### src/rsti_pkg.sv
// Shared types and constants of the radix string to integer converter.
`default_nettype none

package rsti_pkg;

	localparam int SYMBOL_SLOTS = 16;
	localparam int SYM_W        = 8;
	localparam int DIGIT_W      = 4;
	localparam int COUNT_W      = 5;
	localparam int CFG_INDEX_W  = 2;
	localparam int CFG_DATA_W   = 64;
	localparam int OUT_W        = 32;
	localparam int MIN_SYMBOLS  = 2;
	localparam int QUEUE_DEPTH  = 4;
	localparam int QPTR_W       = 2;

	localparam logic [SYM_W-1:0] CH_NUL   = 8'h00;
	localparam logic [SYM_W-1:0] CH_SPACE = 8'h20;
	localparam logic [SYM_W-1:0] CH_PLUS  = 8'h2B;
	localparam logic [SYM_W-1:0] CH_MINUS = 8'h2D;

	localparam logic [CFG_INDEX_W-1:0] REG_SYMBOLS_LOW  = 2'd0;
	localparam logic [CFG_INDEX_W-1:0] REG_SYMBOLS_HIGH = 2'd1;
	localparam logic [CFG_INDEX_W-1:0] REG_BASE_LENGTH  = 2'd2;

	// one classified character
	typedef struct packed {
		logic               final_char;
		logic               skip;
		logic               minus;
		logic               is_digit;
		logic [DIGIT_W-1:0] digit;
	} item_t;

	// alphabet status derived from the configuration
	typedef struct packed {
		logic [COUNT_W-1:0] count;
		logic               alphabet_ok;
	} cfg_status_t;

endpackage

`default_nettype wire

### src/radix_string_to_integer.sv
// Top level of the radix string to integer converter.
`default_nettype none

// Parses a string, one character per beat, into a signed integer. Leading spaces and
// '+'/'-' signs are skipped (an odd number of '-' makes the result negative); then
// digits are read, each digit's value being its position in the configured alphabet
// (symbols_low/symbols_high, base_length symbols in use). One result beat follows
// each character beat flagged final_char; it is 0 when the alphabet is invalid or
// no digit follows the prefix. While char_stall is low one character is taken every
// clock cycle: the front end classifies a character against all symbols in parallel
// and the back end does one multiply-add per cycle unless the result side stalls; a
// four-entry queue between front and back absorbs stalls on the result side. Write
// the configuration only while no string is in flight.
module radix_string_to_integer #(
	parameter int MAX_SYMBOLS = 16,
	parameter int VALUE_BITS  = 32
) (
	input  wire                                    clk,
	input  wire                                    arst_n,
	input  wire                                    cfg_write,
	input  wire  [rsti_pkg::CFG_INDEX_W-1:0]       cfg_index,
	input  wire  [rsti_pkg::CFG_DATA_W-1:0]        cfg_data,
	input  wire  [rsti_pkg::SYM_W-1:0]             character,
	input  wire                                    final_char,
	input  wire                                    char_valid,
	output logic                                   char_stall,
	output logic signed [rsti_pkg::OUT_W-1:0]      value,
	output logic                                   result_valid,
	input  wire                                    result_stall
);

	rsti_pkg::cfg_status_t status;
	rsti_pkg::item_t       push_item;
	rsti_pkg::item_t       head;
	logic                  push;
	logic                  pop;
	logic                  queue_full;
	logic                  not_empty;

	rsti_front #(
		.MAX_SYMBOLS(MAX_SYMBOLS)
	) u_front (
		.clk        (clk),
		.arst_n     (arst_n),
		.cfg_write  (cfg_write),
		.cfg_index  (cfg_index),
		.cfg_data   (cfg_data),
		.character  (character),
		.final_char (final_char),
		.char_valid (char_valid),
		.char_stall (char_stall),
		.queue_full (queue_full),
		.push       (push),
		.push_item  (push_item),
		.status     (status)
	);

	rsti_queue u_queue (
		.clk       (clk),
		.arst_n    (arst_n),
		.push      (push),
		.push_item (push_item),
		.full      (queue_full),
		.pop       (pop),
		.pop_item  (head),
		.not_empty (not_empty)
	);

	rsti_back #(
		.VALUE_BITS(VALUE_BITS)
	) u_back (
		.clk          (clk),
		.arst_n       (arst_n),
		.status       (status),
		.not_empty    (not_empty),
		.head         (head),
		.pop          (pop),
		.value        (value),
		.result_valid (result_valid),
		.result_stall (result_stall)
	);

endmodule

`default_nettype wire

### src/rsti_front.sv
// Front end: configuration registers, alphabet check, character classification.
`default_nettype none

module rsti_front #(
	parameter int MAX_SYMBOLS = 16
) (
	input  wire                                       clk,
	input  wire                                       arst_n,
	input  wire                                       cfg_write,
	input  wire  [rsti_pkg::CFG_INDEX_W-1:0]          cfg_index,
	input  wire  [rsti_pkg::CFG_DATA_W-1:0]           cfg_data,
	input  wire  [rsti_pkg::SYM_W-1:0]                character,
	input  wire                                       final_char,
	input  wire                                       char_valid,
	output logic                                      char_stall,
	input  wire                                       queue_full,
	output logic                                      push,
	output rsti_pkg::item_t                           push_item,
	output rsti_pkg::cfg_status_t                     status
);

	localparam int NSYM = (MAX_SYMBOLS < rsti_pkg::SYMBOL_SLOTS) ?
		MAX_SYMBOLS : rsti_pkg::SYMBOL_SLOTS;

	logic [rsti_pkg::CFG_DATA_W-1:0] symbols_low_q;
	logic [rsti_pkg::CFG_DATA_W-1:0] symbols_high_q;
	logic [rsti_pkg::COUNT_W-1:0]    base_length_q;
	logic                            alphabet_ok_q;

	logic [rsti_pkg::SYMBOL_SLOTS-1:0][rsti_pkg::SYM_W-1:0] sym;
	logic [rsti_pkg::COUNT_W-1:0] count;
	logic                         alphabet_ok;
	logic                         hit;
	logic [rsti_pkg::DIGIT_W-1:0] hit_idx;
	rsti_pkg::item_t              item;
	rsti_pkg::item_t              item_s1;
	logic                         valid_s1;
	logic                         accept;

	assign sym = {symbols_high_q, symbols_low_q};

	assign count = (base_length_q > rsti_pkg::COUNT_W'(NSYM)) ?
		rsti_pkg::COUNT_W'(NSYM) : base_length_q;

	always_ff @(posedge clk or negedge arst_n) begin
		if (!arst_n) begin
			symbols_low_q  <= '0;
			symbols_high_q <= '0;
			base_length_q  <= '0;
			alphabet_ok_q  <= 1'b0;
		end else begin
			if (cfg_write) begin
				case (cfg_index)
					rsti_pkg::REG_SYMBOLS_LOW:  symbols_low_q  <= cfg_data;
					rsti_pkg::REG_SYMBOLS_HIGH: symbols_high_q <= cfg_data;
					rsti_pkg::REG_BASE_LENGTH:
						base_length_q <= cfg_data[rsti_pkg::COUNT_W-1:0];
					default: ;
				endcase
			end
			alphabet_ok_q <= alphabet_ok;
		end
	end

	// symbol count check, NUL/'+'/'-' ban and pairwise check of the symbols in use
	always_comb begin
		alphabet_ok = (count >= rsti_pkg::COUNT_W'(rsti_pkg::MIN_SYMBOLS));
		for (int i = 0; i < NSYM; i++) begin
			if (rsti_pkg::COUNT_W'(i) < count) begin
				if (sym[i] == rsti_pkg::CH_NUL || sym[i] == rsti_pkg::CH_PLUS ||
				    sym[i] == rsti_pkg::CH_MINUS)
					alphabet_ok = 1'b0;
				for (int j = i + 1; j < NSYM; j++) begin
					if (rsti_pkg::COUNT_W'(j) < count && sym[j] == sym[i])
						alphabet_ok = 1'b0;
				end
			end
		end
	end

	// first matching symbol wins
	always_comb begin
		hit     = 1'b0;
		hit_idx = '0;
		for (int i = NSYM - 1; i >= 0; i--) begin
			if (rsti_pkg::COUNT_W'(i) < count && sym[i] == character) begin
				hit     = 1'b1;
				hit_idx = rsti_pkg::DIGIT_W'(i);
			end
		end
		if (character == rsti_pkg::CH_NUL)
			hit = 1'b0;
	end

	always_comb begin
		item.final_char = final_char;
		item.skip       = (character == rsti_pkg::CH_SPACE) ||
		                  (character == rsti_pkg::CH_PLUS);
		item.minus      = (character == rsti_pkg::CH_MINUS);
		item.is_digit   = hit;
		item.digit      = hit_idx;
	end

	assign char_stall = valid_s1 && queue_full;
	assign accept     = char_valid && !char_stall;
	assign push       = valid_s1 && !queue_full;
	assign push_item  = item_s1;

	always_ff @(posedge clk or negedge arst_n) begin
		if (!arst_n) begin
			valid_s1 <= 1'b0;
		end else if (!char_stall) begin
			valid_s1 <= char_valid;
		end
	end

	always_ff @(posedge clk) begin
		if (accept)
			item_s1 <= item;
	end

	assign status.count       = count;
	assign status.alphabet_ok = alphabet_ok_q;

endmodule

`default_nettype wire

### src/rsti_queue.sv
// Short queue of classified characters between front and back end.
`default_nettype none

module rsti_queue (
	input  wire              clk,
	input  wire              arst_n,
	input  wire              push,
	input  rsti_pkg::item_t  push_item,
	output logic             full,
	input  wire              pop,
	output rsti_pkg::item_t  pop_item,
	output logic             not_empty
);

	rsti_pkg::item_t                mem [rsti_pkg::QUEUE_DEPTH];
	logic [rsti_pkg::QPTR_W-1:0]    wr_q;
	logic [rsti_pkg::QPTR_W-1:0]    rd_q;
	logic [rsti_pkg::QPTR_W:0]      fill_q;

	assign full      = (fill_q == (rsti_pkg::QPTR_W + 1)'(rsti_pkg::QUEUE_DEPTH));
	assign not_empty = (fill_q != '0);
	assign pop_item  = mem[rd_q];

	always_ff @(posedge clk) begin
		if (push)
			mem[wr_q] <= push_item;
	end

	always_ff @(posedge clk or negedge arst_n) begin
		if (!arst_n) begin
			wr_q   <= '0;
			rd_q   <= '0;
			fill_q <= '0;
		end else begin
			if (push)
				wr_q <= wr_q + 1'b1;
			if (pop)
				rd_q <= rd_q + 1'b1;
			case ({push, pop})
				2'b10:   fill_q <= fill_q + 1'b1;
				2'b01:   fill_q <= fill_q - 1'b1;
				default: ;
			endcase
		end
	end

endmodule

`default_nettype wire

### src/rsti_back.sv
// Back end: sign and digit accumulation, result register.
`default_nettype none

module rsti_back #(
	parameter int VALUE_BITS = 32
) (
	input  wire                                   clk,
	input  wire                                   arst_n,
	input  rsti_pkg::cfg_status_t                 status,
	input  wire                                   not_empty,
	input  rsti_pkg::item_t                       head,
	output logic                                  pop,
	output logic signed [rsti_pkg::OUT_W-1:0]     value,
	output logic                                  result_valid,
	input  wire                                   result_stall
);

	typedef enum logic [1:0] {
		PH_PREFIX,
		PH_DIGITS,
		PH_STOPPED,
		PH_REJECTED
	} phase_t;

	phase_t                  phase_q, phase_d;
	logic                    negative_q, negative_d;
	logic [VALUE_BITS-1:0]   acc_q, acc_d;
	logic [VALUE_BITS-1:0]   prod;
	logic [VALUE_BITS-1:0]   result;
	logic                    out_free;
	logic                    result_valid_q;
	logic [rsti_pkg::OUT_W-1:0] value_q;

	assign out_free = !result_valid_q || !result_stall;
	assign pop      = not_empty && (!head.final_char || out_free);

	assign prod = acc_q * VALUE_BITS'(status.count);

	always_comb begin
		phase_d    = phase_q;
		negative_d = negative_q;
		acc_d      = acc_q;
		case (phase_q)
			PH_PREFIX: begin
				if (head.skip) begin
					phase_d = PH_PREFIX;
				end else if (head.minus) begin
					negative_d = !negative_q;
				end else if (head.is_digit) begin
					acc_d   = VALUE_BITS'(head.digit);
					phase_d = PH_DIGITS;
				end else begin
					phase_d = PH_REJECTED;
				end
			end
			PH_DIGITS: begin
				if (head.is_digit)
					acc_d = prod + VALUE_BITS'(head.digit);
				else
					phase_d = PH_STOPPED;
			end
			default: ;
		endcase
	end

	always_comb begin
		result = '0;
		if ((phase_d == PH_DIGITS || phase_d == PH_STOPPED) && status.alphabet_ok)
			result = negative_d ? -acc_d : acc_d;
	end

	always_ff @(posedge clk or negedge arst_n) begin
		if (!arst_n) begin
			phase_q        <= PH_PREFIX;
			negative_q     <= 1'b0;
			acc_q          <= '0;
			result_valid_q <= 1'b0;
		end else begin
			if (pop && head.final_char) begin
				// string done: back to the prefix phase
				phase_q        <= PH_PREFIX;
				negative_q     <= 1'b0;
				acc_q          <= '0;
				result_valid_q <= 1'b1;
			end else begin
				if (pop) begin
					phase_q    <= phase_d;
					negative_q <= negative_d;
					acc_q      <= acc_d;
				end
				if (!result_stall)
					result_valid_q <= 1'b0;
			end
		end
	end

	always_ff @(posedge clk) begin
		if (pop && head.final_char)
			value_q <= rsti_pkg::OUT_W'(result);
	end

	assign value        = value_q;
	assign result_valid = result_valid_q;

endmodule

`default_nettype wire

### config.mk
export PLATFORM = sky130hd
export DESIGN_NAME = radix_string_to_integer
export DESIGN_NICKNAME = d
export VERILOG_FILES = /design/src/rsti_pkg.sv /design/src/radix_string_to_integer.sv /design/src/rsti_front.sv /design/src/rsti_queue.sv /design/src/rsti_back.sv
export SDC_FILE = /design/constraint.sdc
export NUM_CORES = 2
export LEC_CHECK = 0
export BUFFER_PORTS_ARGS = -buffer_cell sky130_fd_sc_hd__buf_2
export CORE_UTILIZATION = 61
export CTS_CLUSTER_SIZE = 14
export DETAILED_ROUTE_END_ITERATION = 6
export MAX_ROUTING_LAYER = met4
export PLACE_DENSITY = 0.79
export SYNTH_ARGS = -nofsm -noshare
export SYNTH_HDL_FRONTEND = slang
export SYNTH_SLANG_ARGS = --single-unit
### constraint.sdc
create_clock -name clk -period 10.7 [get_ports clk]
set_clock_uncertainty 0.05 [all_clocks]
set_input_delay 2.675 -clock clk [delete_from_list [all_inputs] [get_ports clk]]
set_output_delay 2.675 -clock clk [all_outputs]
set_load 0.05 [all_outputs]
== Word level (Yosys, flattened, before mapping) ==
Memories as Yosys holds them, arrays and structs flattened.
Cells that the tools add are included.

* Bits of input ports: 80
* Output and inout port bits: 34
* RAM bits: 32
* Register bits: 218
* Memories kept: 1

* $add $sub $neg: 6
* Reduce and logical (&&, ||, !) cells: 212
* Magnitude comparators: 18
* Mux-type cells: 209
* Eq/ne operators: 180
* $mul: 1

{| class="wikitable"
|+ Memory list
! name !! words !! bits a word !! read ports !! clocked after Yosys merged registers in !! wr ports !! RTL line !! source
|-
| u_queue.mem || 4 || 8 || 1 || 0 || 1 || rsti_queue.sv:15 || <nowiki>rsti_pkg::item_t mem [rsti_pkg::QUEUE_DEPTH];</nowiki>
|}

{| class="wikitable"
|+ Operator list
! kind !! number
|-
| equality test 8 bit || 136
|-
| equality test 8 x 6 -> 1 bit (second input constant) || 35
|-
| 2-to-1 mux 32 bit || 7
|-
| 2-to-1 mux 1 bit || 178
|-
| logical AND 1 bit || 142
|-
| zero test 8 bit || 17
|-
| one-hot mux 32 bit (2 select lines) || 1
|-
| < comparator 4 x 5 -> 1 bit (first input constant) || 8
|-
| logical OR 1 bit || 36
|-
| adder 32 x 4 -> 32 bit || 1
|-
| multiplier 32 x 5 -> 32 bit || 1
|-
| 2-to-1 mux 4 bit || 8
|-
| negation 32 bit || 1
|-
| < comparator 3 x 5 -> 1 bit (first input constant) || 4
|-
| 2-to-1 mux 2 bit || 8
|-
| 2-to-1 mux 3 bit || 4
|-
| < comparator 1 x 5 -> 1 bit (first input constant) || 2
|-
| < comparator 2 x 5 -> 1 bit (first input constant) || 2
|-
| equality test 2 x 1 -> 1 bit (second input constant) || 4
|-
| OR reduction 8 bit || 1
|-
| equality test 2 bit (second input constant) || 3
|-
| zero test 1 bit || 6
|-
| one-hot mux 3 bit (2 select lines) || 1
|-
| AND reduction 2 bit || 3
|-
| other kinds (14) || 17
|}

== Longest topological paths before layout ==
* Word-level depth: 155
* Depth in mapped cells: 24
* Mapped depth without buffers: 19

== Hierarchy ==
From an unflattened synthesis, not the netlist that was laid out.

* Cells, all modules: 3,424
* Area, all modules: 30,460.5 um2

{| class="wikitable"
|+ By module, submodules not included
! module !! seq. area each (um2) !! times used !! area an instance (um2) !! cells an instance
|-
| rsti_front || 3,618.5 || 1 || 19,776.5 || 2,283
|-
| rsti_back || 1,861.8 || 1 || 9,138.8 || 1,066
|-
| rsti_queue || 1,136.1 || 1 || 1,545.2 || 75
|}

== Least setup slack after synthesis ==
OpenSTA, ideal clock, no wires.

* Kind: register to register
* From: register u_front.base_length_q[4] (netlist bit)
* To: register u_back.value_q, in the netlist u_back.value[29] (data pin)
* Required time: 10.388 ns
* Arrival: 6.244 ns
* Path slack: 4.144 ns
* Stages on the path, launching flop included: 23
* Path through: dfrtp_1 -> clkbuf_1 -> clkbuf_1 -> buf_1 -> clkbuf_1 -> clkbuf_1 -> buf_1 -> nand2_1 -> fa_1 -> fa_1 -> inv_1 -> fa_1 -> ha_1 -> clkbuf_1 -> nand4_1 -> or3_1 -> and4_1 -> a221o_1 -> nor4_4 -> nand4_4 -> nor3_4 -> a41oi_1 -> mux2_1

* Cells in the longest elaborated chain, start to end: 8

{| class="wikitable"
|+ Ends and longest elaborated chain
! what !! RTL line !! source
|-
| start: declaration || rsti_front.sv:27 || <nowiki>logic [rsti_pkg::COUNT_W-1:0] base_length_q;</nowiki>
|-
| start signal: assignment || rsti_front.sv:57 || <nowiki>base_length_q <= cfg_data[rsti_pkg::COUNT_W-1:0];</nowiki>
|-
| greater-than comparator 5 bit || rsti_front.sv:42 || <nowiki>assign count = (base_length_q > rsti_pkg::COUNT_W'(NSYM)) ?</nowiki>
|-
| 2-to-1 mux 5 bit * || rsti_front.sv:42 ||
|-
| multiplier 32 x 5 -> 32 bit * || rsti_back.sv:37 || <nowiki>assign prod = acc_q * VALUE_BITS'(status.count);</nowiki>
|-
| adder 32 x 4 -> 32 bit * || rsti_back.sv:58 || <nowiki>acc_d = prod + VALUE_BITS'(head.digit);</nowiki>
|-
| 2-to-1 mux 32 bit * || rsti_back.sv:57 || <nowiki>if (head.is_digit)</nowiki>
|-
| one-hot mux 32 bit (2 select lines) * || rsti_back.sv:43 || <nowiki>case (phase_q)</nowiki>
|-
| negation 32 bit || rsti_back.sv:69 || <nowiki>result = negative_d ? -acc_d : acc_d;</nowiki>
|-
| 2-to-1 mux 32 bit * || rsti_back.sv:69 ||
|-
| end signal: assignment || rsti_back.sv:99 || <nowiki>value_q <= rsti_pkg::OUT_W'(result);</nowiki>
|-
| end: declaration || rsti_back.sv:32 || <nowiki>logic [rsti_pkg::OUT_W-1:0] value_q;</nowiki>
|}

Mark *: on every way between the ends. The rest lies on a longest branch, timed or not.
A chain may end at the register's enable or synchronous reset.

== Final worst setup path ==
* From: register u_front.base_length_q[4] (netlist bit)
* To: register u_back.value_q, in the netlist u_back.value[30] (data pin)

The elaborated chain is that of the path after synthesis.

==> key figures <==
Run status
  • Outcome: finished, violations left
  • Failing checks: capacitance limit

Clocking
  • Sink Count: 250
  • Clk buf depth: 3
  • CTS resizes: 0
  • CTS tree: yes
  • Setup Fix Bufs, Post-CTS: 0
  • CTS Buf Count: 29
  • Hold-fix buffers at CTS: 0
  • H-tree levels: 1
  • Reg clk slew, reported paths: 60 ps
  • Root Buffer: clkbuf_16
  • Clk_lat worst skew: between 600 and 700 ps

Worst setup path
  • CP Class: flip-flop to flip-flop
  • Worst R2R Start: u_front.base_length_q[4]
  • Critical-path cell list: buf_4 -> nor2b_2 -> nand2_1 -> fa_1 -> fa_1 -> fa_1 -> inv_1 -> ha_1 -> o211ai_1 -> o21ai_1 -> a311oi_1 -> o21ai_1 -> a21oi_1 -> xnor2_1 -> a2111oi_2 -> a41oi_1 -> or3_1 -> a21oi_1
  • CP required: roughly 11000 ps
  • R2R cell count: 18
  • Max stage delay on crit path: 950 ps
  • Crit. Startpoint: u_front.base_length_q[4]
  • Crit path arrival time: roughly 8000 ps
  • Largest fanout on the critical path: 37
  • Crit path to: u_back.value[30]
  • FF-to-FF End: u_back.value[30]
  • Critical path startpoint category: flip-flop
  • R2R setup slack: roughly 3100 ps
  • CP max stage cell: nor2b_2
  • Crit end category: flip-flop
  • CP most frequent cell: fa_1

Detailed routing
  • DRT Pass-1 Iters: 6
  • Total Wirelength: 111.7 mm
  • Vias post-DR: 27.63k
  • Vias per inst: 6.833
  • Residual DRC: 0
  • Wire per inst: approximately 28 um
  • ANT nets after route: 0
  • Initial drt markers: 3590

Global routing
  • Largest net degree at the start of global routing: 68
  • GR Overflow Total: 0
  • Initial antenna violation count: 2
  • First-pass GRT wire length: roughly 170 mm
  • Number of global-route vias before repair: approximately 28k
  • GR Util All Layers: 0.4587

Final layout
  • Multi-input gate area: 0.02173 mm2
  • Share of post-route cells with drive strength above 1: 0.1430
  • Area Overhead vs Synth: 7.058%
  • Final net count: 3591
  • Post-route cell area: 0.03223 mm2
  • Layout fillers: 4019
  • FF/Latch Area: 0.006618 mm2

Power
  • Seq pwr share: 0.235
  • Logic pwr share: 0.614
  • Switching part of the total power: 0.5038
  • Internal power: 3.352 mW
  • Sw Pwr: approximately 3.4 mW
  • Leakage: 12.04 nW
  • Clock group share of total power: 0.151
  • Peak supply drop: 0.1964 mV
  • Pwr per Cell Area: 209.6 mW/mm2

Floorplan
  • Area of the die: approximately 0.05 mm2
  • Die Ht: 224.1 um
  • IO Pins: around 110
  • Rows: 81
  • Initial core utilization: 0.6162
  • Die Span X: 224.1 um
  • Core area: around 0.049 mm2

Hold path
  • Hold Path Class: flip-flop to flip-flop

Logic synthesis
  • Syn Nets: about 3.7k
  • Top-area cell type share of the netlist area: 0.2220
  • Synth warn: 0
  • Asr flop ratio synth: 0.7120
  • Seq/Total Area, Yosys: 0.2198
  • Mapped Avg Cell Area: 8.789 um2
  • Syn Std Cell Area: between 0.03 and 0.04 mm2
  • Yosys cell types: 83
  • EDFF count, synth: 72
  • Synthesized flop and latch total: 250
  • Top FF cell, synth: dfrtp_1
  • Synth area leaders: xnor2_1 (22%), dfrtp_1 (15%), xor2_1 (11%)
  • Synth Instances: 3425
  • Largest area contributor in the netlist: xnor2_1

Timing
  • Setup_tns: 0 ps
  • Max-slew violation count: 0
  • Fin crit period: 7629 ps
  • Setup-failing EPs final: 0
  • Slew margin rel.: 0.006163
  • RSZ-0062 raised after global routing: false
  • Final hold violation count: 0
  • Max Freq: 131.1 MHz
  • Final Cycle Share: 0.7130
  • Worst Tran Pin Value: 1491 ps

Job
  • Max Cap Viol: 1

Placement
  • Placed inst area: 0.03125 mm2
  • RePlAce Congestion: 1.046
  • PortBufs: 113
  • HPWL after DPL: 74.37 mm
## through the flow
| step | utilization | power [mW] | worst slack, ps | hold WS (ps) | instances |
|---|---|---|---|---|---|
| 3_3_place_gp | 0.6396 | 5.435 | 3376 | 415.7 | 3989 |
| 3_5_place_dp | 0.6396 | 5.580 | 3165 | 438.7 | 3989 |
| 5_1_grt | 0.6597 | 7.025 | 2642 | 465.4 | 4044 |
| 2_1_floorplan | - | 4.427 | 4144 | 408.7 | 3425 |
| 4_1_cts | 0.6596 | 6.619 | 3193 | 455.4 | 4042 |
| 6_report | 0.6597 | 6.756 | 3071 | 446.7 | 4044 |
## power groups by stage
stage	clock, mW	sequential (mW)	combinational (mW)
6_report	1.02	1.59	4.14
5_1_grt	1.07	1.60	4.36
3_5_place_dp	0	1.58	4.00
3_3_place_gp	0	1.57	3.87
2_1_floorplan	0	1.55	2.88
4_1_cts	1.03	1.57	4.02
## cell usage in the layout, fill, tap and decap left out, types with 9 or more instances in the layout
cell / Yosys / final
a211oi_1: 11 / 11
a21o_1: 14 / 14
a21oi_1: 71 / 70
a22oi_1: 12 / 12
a31oi_1: 23 / 23
a41oi_1: 12 / 12
and2_1: 72 / 72
and3_1: 14 / 14
buf_2: 4 / 112
buf_4: 0 / 145
clkbuf_16: 0 / 29
dfrtp_1: 178 / 177
edfxtp_1: 72 / 72
fa_1: 87 / 87
ha_1: 68 / 68
inv_1: 107 / 107
mux2_2: 134 / 134
nand2_1: 176 / 176
nand2b_1: 9 / 9
nand3_1: 73 / 73
nand4_1: 196 / 196
nor2_1: 75 / 74
nor2b_1: 14 / 11
nor3_1: 109 / 109
nor4_1: 115 / 115
o211ai_1: 12 / 12
o21ai_0: 67 / 67
o22ai_1: 11 / 11
o31ai_1: 15 / 15
or2_2: 11 / 11
or3_1: 16 / 16
or4_1: 19 / 19
xnor2_1: 763 / 763
xor2_1: 384 / 384
## cell type report
type / count / area share
sequential: 250 / 0.2054
clock inverter: 13 / 0.004892
multi-input combinational: 2710 / 0.6744
timing repair buffer: 258 / 0.05160
clock buffer: 40 / 0.02535
antenna: 2 / 0.0001553
inverter: 107 / 0.01246
tap: 664 / 0.02578
## layer usage
metal	global-route usage	share of wire	wire length [um]
met2	0.6708	0.43	47490
met3	0.1268	0.13	14410
met5	-	0	0
met1	0.5363	0.35	39580
met4	0.3458	0.091	10200
## registers in the layout (all words and copies together) (netlist names), 2 cells and up
name                    cells
u_queue.rd_q                2
u_queue.fill_q              3
u_queue.wr_q                2
u_front.symbols_high_q     64
u_back.acc_q               32
u_back.phase_q              2
u_front.push_item           8
u_front.symbols_low_q      64
u_front.base_length_q       5
u_queue.mem                32
u_back.value               32
## worst max-delay path: cells and delay by family, from the launching register on
kind                       cells  cell delay, ps
AOI/OAI and AO/OA              8            2760
xor gates and xnor gates       1             170
adders and majority gates      4            1840
buffers and inverters          2             440
DFF                            1             680
and+or+nand+nor                3            1530
## cells in the mapped netlist, types with 87 or more instances
master    count
buf_1       107
clkbuf_1    242
dfrtp_1     178
fa_1         87
inv_1       107
mux2_2      134
nand2_1     176
nand4_1     196
nor3_1      109
nor4_1      115
xnor2_1     763
xor2_1      384
## logic make-up after synthesis
kind of cell / share of synthesized area
xor+xnor: 0.3345
simple gates: 0.1684
buf+inv: 0.05898
compound gates: 0.07299
flops: 0.2198
fa+ha+maj: 0.08613
mux: 0.05923
## worst min-delay path by stage
| stage | start | end | slack, ps | depth (start not counted) |
|---|---|---|---|---|
| finish | u_front.push_item[0] | u_queue.mem[3][0] | 450 | 0 |
| detailed placement | u_front.push_item[5] | u_queue.mem[2][5] | 440 | 0 |
| CTS | u_front.push_item[5] | u_queue.mem[2][5] | 460 | 0 |
| global route | u_front.push_item[0] | u_queue.mem[0][0] | 470 | 0 |
| global placement | u_front.push_item[5] | u_queue.mem[2][5] | 420 | 0 |
| floorplan | u_front.push_item[0] | u_queue.mem[0][0] | 410 | 0 |
No activity file was read; power rests on OpenSTA's default activity.
